## config.mk

```make
export PLATFORM = sky130hd
export DESIGN_NAME = packed_pattern_unpacker_top
export DESIGN_NICKNAME = d
export VERILOG_FILES = /design/src/rtl/ppu_pkg.sv /design/src/rtl/ppu_core.sv /design/src/rtl/ppu_outbuf.sv /design/src/rtl/packed_pattern_unpacker_top.sv
export SDC_FILE = /design/constraint.sdc
export NUM_CORES = 1
export LEC_CHECK = 0
export BUFFER_PORTS_ARGS = -buffer_cell sky130_fd_sc_hd__buf_2
export CAP_MARGIN = 40
export CORE_ASPECT_RATIO = 0.8
export CORE_MARGIN = 10
export CORE_UTILIZATION = 37
export DETAILED_ROUTE_END_ITERATION = 10
export SETUP_SLACK_MARGIN = 0.2
export SLEW_MARGIN = 20
export SYNTH_ARGS = -nofsm -noshare
export SYNTH_HDL_FRONTEND = slang
export SYNTH_SLANG_ARGS = --single-unit
```

## constraint.sdc

```tcl
create_clock -name clk -period 6 [get_ports clk]
set_input_delay 0.6 -clock clk [delete_from_list [all_inputs] [get_ports clk]]
set_output_delay 0.6 -clock clk [all_outputs]
set_load 0.03 [all_outputs]
```

## src/rtl/ppu_pkg.sv

```systemverilog
// Shared types and constants for the packed pattern unpacker.
// No dependencies; imported by every module of the block.
package ppu_pkg;

  typedef struct packed {
    logic [7:0] data_byte;
    logic       pattern_start;
    logic       pattern_end;
  } in_t;

  typedef struct packed {
    logic       kind;
    logic [5:0] row_index;
    logic [3:0] channel;
    logic [2:0] field_index;
    logic [7:0] value;
    logic [5:0] channels_used;
    logic       incomplete;
    logic       last;
  } out_t;

  // results produced by one request, handed to the result buffer
  typedef struct packed {
    logic [1:0] n;
    out_t       r0;
    out_t       r1;
  } push_t;

  localparam logic KIND_SLOT    = 1'b0;
  localparam logic KIND_SUMMARY = 1'b1;

  localparam logic [2:0] FLD_NOTE    = 3'd0;
  localparam logic [2:0] FLD_INSTR   = 3'd1;
  localparam logic [2:0] FLD_VOLUME  = 3'd2;
  localparam logic [2:0] FLD_EFFECT  = 3'd3;
  localparam logic [2:0] FLD_OPERAND = 3'd4;

  localparam logic REG_OBFUSCATED    = 1'b0;
  localparam logic REG_CHANNEL_LIMIT = 1'b1;

  localparam logic [7:0] KEY_START       = 8'd3;
  localparam logic [3:0] HIGH_CHAN_RESET = 4'd1;
  localparam logic [5:0] CHAN_LIMIT_RST  = 6'd16;

endpackage

```

## src/rtl/ppu_core.sv

```systemverilog
// Parser state and per-byte decode: turns one request into up to two results.
// Depends on ppu_pkg.
module ppu_core
  import ppu_pkg::*;
#(
  parameter int ROWS = 64
) (
  input  logic       clk,
  input  logic       rst_n,
  input  logic       obfuscated,
  input  logic [5:0] channel_limit,
  input  in_t        item,
  input  logic       go,
  output push_t      push
);

  localparam int RW = $clog2(ROWS + 1);

  logic [7:0]    key_r, key_nxt;
  logic [RW-1:0] row_r, row_nxt;
  logic [3:0]    chan_r, chan_nxt;
  logic [4:0]    pend_r, pend_nxt;
  logic [3:0]    high_r, high_nxt;

  logic [7:0]    key0;
  logic [RW-1:0] row0;
  logic [4:0]    pend0;
  logic [3:0]    high0;
  logic [7:0]    flag;
  logic [2:0]    fld;
  logic [4:0]    clr;
  logic          slot;
  logic [5:0]    lim;
  logic [5:0]    used;
  out_t          slot_res;
  out_t          sum_res;

  always_comb begin
    key0  = item.pattern_start ? KEY_START : key_r;
    row0  = item.pattern_start ? '0 : row_r;
    pend0 = item.pattern_start ? '0 : pend_r;
    high0 = item.pattern_start ? HIGH_CHAN_RESET : high_r;

    key_nxt  = key0;
    row_nxt  = row0;
    chan_nxt = chan_r;
    pend_nxt = pend0;
    high_nxt = high0;

    if (pend0[0]) begin
      fld = FLD_NOTE;
      clr = 5'b00001;
    end else if (pend0[1]) begin
      fld = FLD_INSTR;
      clr = 5'b00010;
    end else if (pend0[2]) begin
      fld = FLD_VOLUME;
      clr = 5'b00100;
    end else if (pend0[3]) begin
      fld = FLD_EFFECT;
      clr = 5'b01000;
    end else begin
      fld = FLD_OPERAND;
      clr = 5'b10000;
    end

    flag = item.data_byte ^ (obfuscated ? key0 : 8'd0);
    slot = (pend0 != '0);

    if (slot) begin
      pend_nxt = pend0 & ~clr;
      key_nxt  = key0 + 8'd1;
    end else if (row0 < RW'(ROWS)) begin
      key_nxt = key0 + 8'd1;
      if (flag == 8'd0) begin
        row_nxt = row0 + RW'(1);
      end else begin
        chan_nxt = flag[3:0];
        if (flag[3:0] > high0) high_nxt = flag[3:0];
        pend_nxt = {flag[4], flag[4], flag[5], flag[6], flag[7]};
      end
    end

    lim  = (channel_limit == 6'd0) ? 6'd1 : channel_limit;
    used = 6'(high_nxt) + 6'd1;
    if (used > lim) used = lim;

    slot_res             = '0;
    slot_res.kind        = KIND_SLOT;
    slot_res.row_index   = 6'(row0);
    slot_res.channel     = chan_r;
    slot_res.field_index = fld;
    slot_res.value       = item.data_byte;
    slot_res.last        = !item.pattern_end;

    sum_res               = '0;
    sum_res.kind          = KIND_SUMMARY;
    sum_res.channels_used = used;
    sum_res.incomplete    = (pend_nxt != '0);
    sum_res.last          = 1'b1;

    push.n  = {1'b0, slot} + {1'b0, item.pattern_end};
    push.r0 = slot ? slot_res : sum_res;
    push.r1 = sum_res;
  end

  always_ff @(posedge clk) begin
    if (!rst_n) begin
      key_r  <= KEY_START;
      row_r  <= '0;
      chan_r <= '0;
      pend_r <= '0;
      high_r <= HIGH_CHAN_RESET;
    end else if (go) begin
      key_r  <= key_nxt;
      row_r  <= row_nxt;
      chan_r <= chan_nxt;
      pend_r <= pend_nxt;
      high_r <= high_nxt;
    end
  end

endmodule

```

## src/rtl/ppu_outbuf.sv

```systemverilog
// Two-entry result buffer in front of the output channel.
// Depends on ppu_pkg.
module ppu_outbuf
  import ppu_pkg::*;
(
  input  logic       clk,
  input  logic       rst_n,
  input  logic       push_en,
  input  push_t      push,
  output logic [1:0] room,
  output logic       out_valid,
  input  logic       out_ready,
  output out_t       out_data
);

  out_t       e0_r, e0_nxt;
  out_t       e1_r, e1_nxt;
  logic [1:0] cnt_r, cnt_nxt;
  logic       pop;
  logic [1:0] rem;
  out_t       head;

  assign out_valid = (cnt_r != 2'd0);
  assign out_data  = e0_r;
  assign pop       = out_valid && out_ready;
  assign rem       = cnt_r - {1'b0, pop};
  assign room      = 2'd2 - rem;
  assign head      = pop ? e1_r : e0_r;

  always_comb begin
    e0_nxt  = e0_r;
    e1_nxt  = e1_r;
    cnt_nxt = rem + (push_en ? push.n : 2'd0);
    case (rem)
      2'd0: begin
        e0_nxt = push.r0;
        e1_nxt = push.r1;
      end
      2'd1: begin
        e0_nxt = head;
        e1_nxt = push.r0;
      end
      default: begin
        e0_nxt = e0_r;
        e1_nxt = e1_r;
      end
    endcase
  end

  always_ff @(posedge clk) begin
    if (!rst_n) begin
      cnt_r <= '0;
    end else begin
      cnt_r <= cnt_nxt;
    end
  end

  always_ff @(posedge clk) begin
    e0_r <= e0_nxt;
    e1_r <= e1_nxt;
  end

endmodule

```

## src/rtl/packed_pattern_unpacker_top.sv

```systemverilog
// Top level of the packed pattern unpacker: input register, config registers,
// parser core and result buffer. Depends on ppu_pkg, ppu_core, ppu_outbuf.
//
// Input channel (in_valid/in_ready/in_data) takes one pattern byte per request,
// tagged with pattern_start and pattern_end. Each request yields a slot write
// when data bytes are pending, a summary when pattern_end is set, both (slot
// first) or nothing (flag bytes and dropped bytes). The last flag marks the
// final result of a request.
// Output channel (out_valid/out_ready/out_data) carries those results in order.
// Path: an accepted request waits in the input register; the core parses it and
// writes its results into the result buffer, whose head drives out_data.
// Throughput: one request per cycle while the result buffer has room; a request
// with two results presents them in turn through the single output port.
// The input register and the two-entry result buffer keep the input taking
// requests while a finished result waits for out_ready; when the receiver
// stalls, in_ready drops once the buffer lacks room for the held request.
// Reset (rst_n low, synchronous) empties both stages, restores parser state
// and sets obfuscated to 0 and channel_limit to 16.
// cfg_we writes cfg_wdata into register cfg_idx (0 obfuscated, 1 limit).
module packed_pattern_unpacker_top
  import ppu_pkg::*;
#(
  parameter int ROWS = 64
) (
  input  logic       clk,
  input  logic       rst_n,
  input  logic       in_valid,
  output logic       in_ready,
  input  in_t        in_data,
  output logic       out_valid,
  input  logic       out_ready,
  output out_t       out_data,
  input  logic       cfg_we,
  input  logic       cfg_idx,
  input  logic [5:0] cfg_wdata
);

  logic       obf_r;
  logic [5:0] limit_r;
  logic       in_v_r;
  in_t        in_r;
  logic       go;
  logic [1:0] room;
  push_t      push;

  assign go       = in_v_r && (push.n <= room);
  assign in_ready = !in_v_r || go;

  always_ff @(posedge clk) begin
    if (!rst_n) begin
      obf_r   <= 1'b0;
      limit_r <= CHAN_LIMIT_RST;
    end else if (cfg_we) begin
      unique case (cfg_idx)
        REG_OBFUSCATED:    obf_r   <= cfg_wdata[0];
        REG_CHANNEL_LIMIT: limit_r <= cfg_wdata;
        default:           limit_r <= limit_r;
      endcase
    end
  end

  always_ff @(posedge clk) begin
    if (!rst_n) begin
      in_v_r <= 1'b0;
    end else if (in_valid && in_ready) begin
      in_v_r <= 1'b1;
    end else if (go) begin
      in_v_r <= 1'b0;
    end
  end

  always_ff @(posedge clk) begin
    if (in_valid && in_ready) begin
      in_r <= in_data;
    end
  end

  ppu_core #(
    .ROWS(ROWS)
  ) u_core (
    .clk          (clk),
    .rst_n        (rst_n),
    .obfuscated   (obf_r),
    .channel_limit(limit_r),
    .item         (in_r),
    .go           (go),
    .push         (push)
  );

  ppu_outbuf u_outbuf (
    .clk      (clk),
    .rst_n    (rst_n),
    .push_en  (go),
    .push     (push),
    .room     (room),
    .out_valid(out_valid),
    .out_ready(out_ready),
    .out_data (out_data)
  );

endmodule
```

Word level (Yosys, flattened, before mapping):

Cells that the tools add are included.

* flip-flop bits (word level): 108
* bits of input ports: 22
* word-level logic and storage cells: 99

* mux-type cells: 34
* equality and inequality tests: 2
* reductions and logical operators: 18
* bitwise logic cells: 6
* add/sub/neg operators: 7
* magnitude comparators: 4

Operator list (count)
* 30-bit one-hot mux with 2 select lines: 2
* 30-bit 2-to-1 mux: 2
* 5-bit 2-to-1 mux: 8
* 8-bit 2-to-1 mux: 4
* 7-bit 2-to-1 mux: 4
* 4-bit 2-to-1 mux: 5
* 3-bit 2-to-1 mux: 4
* 6-bit 2-to-1 mux: 2
* 5-bit nonzero test: 2
* 8-bit by 1-bit adder with 8-bit output (second input constant): 1
* 8-bit logical NOT: 1
* 8-bit bitwise XOR: 1
* 7-bit by 1-bit adder with 7-bit output (second input constant): 1
* 7-bit less-than comparator (second input constant): 1
* 6-bit > comparator: 1
* 6-bit logical NOT: 1
* 2-bit AND reduction: 3
* 2-bit nonzero test: 3
* 4-bit by 1-bit adder with 5-bit output (second input constant): 1
* 5-bit AND: 1
* 5-bit NOT: 1
* 4-bit > comparator: 1
* 4-bit AND reduction: 1
* 1-bit logical AND: 3
* 13 further kinds: 17

Depth between registers and ports, before layout:

* depth after elaboration: 13
* mapped depth: 24
* mapped depth without buffers: 22

By module:

A second synthesis with hierarchy kept.

* cell total of the unflattened synthesis: 563
* area, all modules: 6195.9 um^2

Modules (own cells, without submodules)
* ppu_outbuf: area each 2791.4 um^2, times used 1, cells each 150, sequential area each 1841.8 um^2
* ppu_core: area each 2693.8 um^2, times used 1, cells each 359, sequential area each 560.5 um^2
* packed_pattern_unpacker_top: area each 710.7 um^2, times used 1, cells each 54, sequential area each 460.4 um^2

Worst setup path after synthesis:

OpenSTA, ideal clock, no wires.

* kind: register to register
* start: register in_r[1] in the netlist's numbering
* end: register u_outbuf.e0_r (netlist bit u_outbuf.out_data[2]) (data pin)
* stages on the path, launching flop included: 20
* data required time: 5.744 ns
* arrival time: 4.293 ns
* slack: 1.451 ns
* library setup time: 0.256 ns
* clock period less this slack: 4.549 ns
* buffers on the path: 2
* cells stage by stage: edfxtp_1 > buf_2 > or2_1 > nand2_1 > xor2_1 > ha_1 > o21bai_1 > o2111a_1 > a221oi_1 > nor2_4 > o211ai_4 > mux2i_1 > ha_1 > a21boi_1 > ha_1 > nand4b_1 > o21ai_0 > clkbuf_1 > a21oi_1 > a22o_1

RTL lines
* start, declared: line packed_pattern_unpacker_top.sv:41 `in_t in_r;`
* start signal, assigned: line packed_pattern_unpacker_top.sv:74 `in_r <= in_data;`
* end signal, assigned: line ppu_outbuf.sv:59 `e0_r <= e0_nxt;`
* end, declared: line ppu_outbuf.sv:16 `out_t e0_r, e0_nxt;`

==> results.md <==
* Post-synth top area share at 37.0%
* Kind of critical path: flop to flop
* Vias at between 4000 and 5000
* Root buf cell: clkbuf_16
* Post-CTS Hold Buffers at 0
* Clock Tree Buf Depth at 2
* ANT nets after route at 0
* Critical path launch point type: flop
* Core Region at 15000 um2
* Die W at ~160 um
* Crit share post-route at between 80% and 90%
* Yosys cell types at 62
* PostCTS Resize Cnt at 0
* Mean post-synth cell area at between 9 and 10 um2
* Area contributors post-synth: edfxtp_1 (37%), dfxtp_1 (13%), nand2_1 (6.3%), ha_1 (4.2%), nor2_1 (3.3%)
* Post-synthesis sequential area ratio at 50.4%
* Vias per Instance at 5.21
* Warnings from Yosys at 0
* Crit path max fanout at 15
* Commonest cells after routing, fill and taps aside: nand2_1 (96), edfxtp_1 (70), buf_2 (53)
* Syn Nets at 639
* Row count at 40
* Drc violations at 0
* Final setup viols at 0
* Worst min path class: primary input to flop
* Final Skew at 0.00767 ns
* Final Non-Filler Cells at just over 800
* CTS Sinks at 108
* CTS tree: built
* Ports at 54
* Clock Pin Slew Worst Setup and Hold Paths at ~0.070 ns
* Drt first-iter violations at 270
* Tot GR Track Use at 12.7%
* Total Die Area at about 21000 um2
* Critical path endpoint: u_outbuf.out_data[5]
* Initial core utilization at 37.8%
* VDD IR max at between 0.2 and 0.25 mV
* Worst-Skew Late Latency at 0.36 ns
* RD Place Congestion at a little under 0.9
* Top cell by count, worst path: ha_1
* Max-cap violations at 0
* Crit path DAT at 5.13 ns
* Worst Setup SP: in_r[1]
* Die Y-Extent at 131 um
* Cells after Synth at about 600
* Reg2reg end: u_outbuf.out_data[5]
* Slew margin rel. at 49.4%
* Cell total after placement at between 800 and 900
* Share of layout cells above drive strength 1 at 14.3%
* Largest net degree at the start of global routing at 76
* R2R Setup Slk at 0.99 ns
* Worst EP required at 6.12 ns
* Synth area leader: edfxtp_1
* H-tree level count at 3
* Final wirelength at 12600 um
* Vias in the first global route at 4101
* CP max stage cell: a221oi_1
* Initial antenna violation count at 0
* Port Buffer Count at 53
* Endpoints failing hold at 0
* Setup bufs post-CTS at 0
* Fmax at roughly 200 MHz
* FF+latch count, synth at 108
* R2R depth at 21
* Post-layout total power at 3.42 mW
* Max stage delay on crit path at roughly 0.47 ns
* Commonest non-fill, non-tap cell in the layout: nand2_1
* Pins Over Slew Limit at 0
* DP HPWL at 8960 um
* Setup TNS at 0 ns
* RSZ-0062 raised after global routing: false
* First-pass GRT wire length at 21000 um
* DRT Pass-1 Iters at 5
* CP cell instances: nor2b_1 -> nand2_1 -> xor2_1 -> inv_1 -> ha_1 -> o2111a_1 -> a221oi_1 -> nor2_4 -> o211ai_4 -> mux2i_1 -> ha_1 -> a21boi_1 -> ha_1 -> a21oi_1 -> o22ai_1 -> o21ai_0 -> buf_4 -> nor2_1 -> nand2_1 -> o21ai_0 -> a31o_1
* Mapped cell area at ~5700 um2
* CTS Buf Count at 9
* Status: completed
* Async set-reset flop share out of synthesis at 0%
* Pwr per Cell Area at 539 nW/um2
* GR Overflow Total at 0
* Most used DFF post-synth: edfxtp_1
* LEAKAGE at 2.42 nW
* CP endpoint kind: flop
* Routed wire per std cell at 15.4 um
* Area Growth Syn to Fin at 11.6%
* Fin nets at 667
* Worst-margin pin slew at 0.759 ns
* Diode count at 0
* Crit Reg-Reg Startpoint: in_r[1]
* Post-synth EDFFs at 70
* Final Critical Period at 5.01 ns
state kept, by name (all words and copies together) (netlist names):
signal / count
u_outbuf.out_data: 30
obf_r: 1
u_outbuf.cnt_r: 2
u_core.row_r: 7
u_core.pend_r: 5
u_core.chan_r: 4
u_core.high_r: 4
u_outbuf.e1_r: 30
limit_r: 6
u_core.key_r: 8
in_v_r: 1
in_r: 10
Yosys cell counts, drive strengths merged, types with 5 or more instances:
master  instances
a31oi           5
dfxtp          38
and3           18
nor2b          15
nor2           52
inv            19
mux2i           6
a21boi         15
nand2          96
nand3          17
ha             19
or2             5
edfxtp         70
o31ai           6
a21oi          21
xor2           11
nor3           10
buf             5
o21ai          39
xnor2          10
and2           17
or3             7
o211ai          5
clkbuf         35
nand4           7
nand2b          9
layer usage:
layer	global-route usage, %	up-vias	wire length [um]
met4	4.02	0	179
met3	3.46	12	881
met1	18.0	1974	6530
met5	0	-	0
li1	-	2154	-
met2	18.3	124	5050
critical path: cells and delay by family (launching register included):
kind	cells	cell delay [ns]
buffers and inverters	2	0.30
AOI/OAI and AO/OA	9	1.61
and+or+nand+nor	5	0.68
xor gates and xnor gates	1	0.42
adders and majority gates	3	0.86
DFF	1	0.46
muxes	1	0.42
how the worst min path moves through the flow:
stage                     startpoint               end  slack (ns)  depth (start not counted)
finish                    in_data[4]           in_r[4]        0.41                          1
global route              in_data[0]           in_r[0]        0.40                          1
CTS                       in_data[4]           in_r[4]        0.41                          1
detailed placement  u_core.high_r[2]  u_core.high_r[2]        0.47                          2
global placement    u_core.high_r[0]  u_core.high_r[0]        0.46                          2
floorplan           u_core.high_r[0]  u_core.high_r[0]        0.44                          2
report_power, final:
group / leakage [nW] / switching [mW] / internal, mW / total (mW)
Combinational: 1.25 / 1.05 / 0.487 / 1.54
Sequential: 1.03 / 0.136 / 1.16 / 1.30
Clock: 0.140 / 0.292 / 0.289 / 0.582
through the flow:
step / hold slack (ns) / instance area, um2 / worst slack, ns / utilization (%)
after floorplan: 0.441 / 5680 / 1.45 / -
after global placement: 0.457 / 6050 / 1.34 / 40.3
after detailed placement: 0.474 / 6060 / 1.01 / 40.3
after CTS: 0.407 / 6340 / 1.00 / 42.2
after global routing: 0.404 / 6340 / 0.480 / 42.2
final: 0.413 / 6340 / 0.989 / 42.2
cells by family after synthesis:
group,synth area share (%)
AO/OA/AOI/OAI,13.2
XOR/XNOR,3.24
buffers and inverters,4.05
flip-flops,50.4
AND/OR/NAND/NOR,22.9
multiplexers,1.85
other,0.0660
adder cells (fa/ha/maj),4.36
final cells by class:
cell class / instances / area [um2]
multi-input cells: 431 / 2590
well taps: 189 / 236
clock buffers: 9 / 225
repair buffers: 57 / 295
fillers: 1503 / 8670
flip-flops and latches: 108 / 2860
inverters: 19 / 71.3
clock inverters: 6 / 57.6
Note: power is estimated with default switching activity, not from simulation.
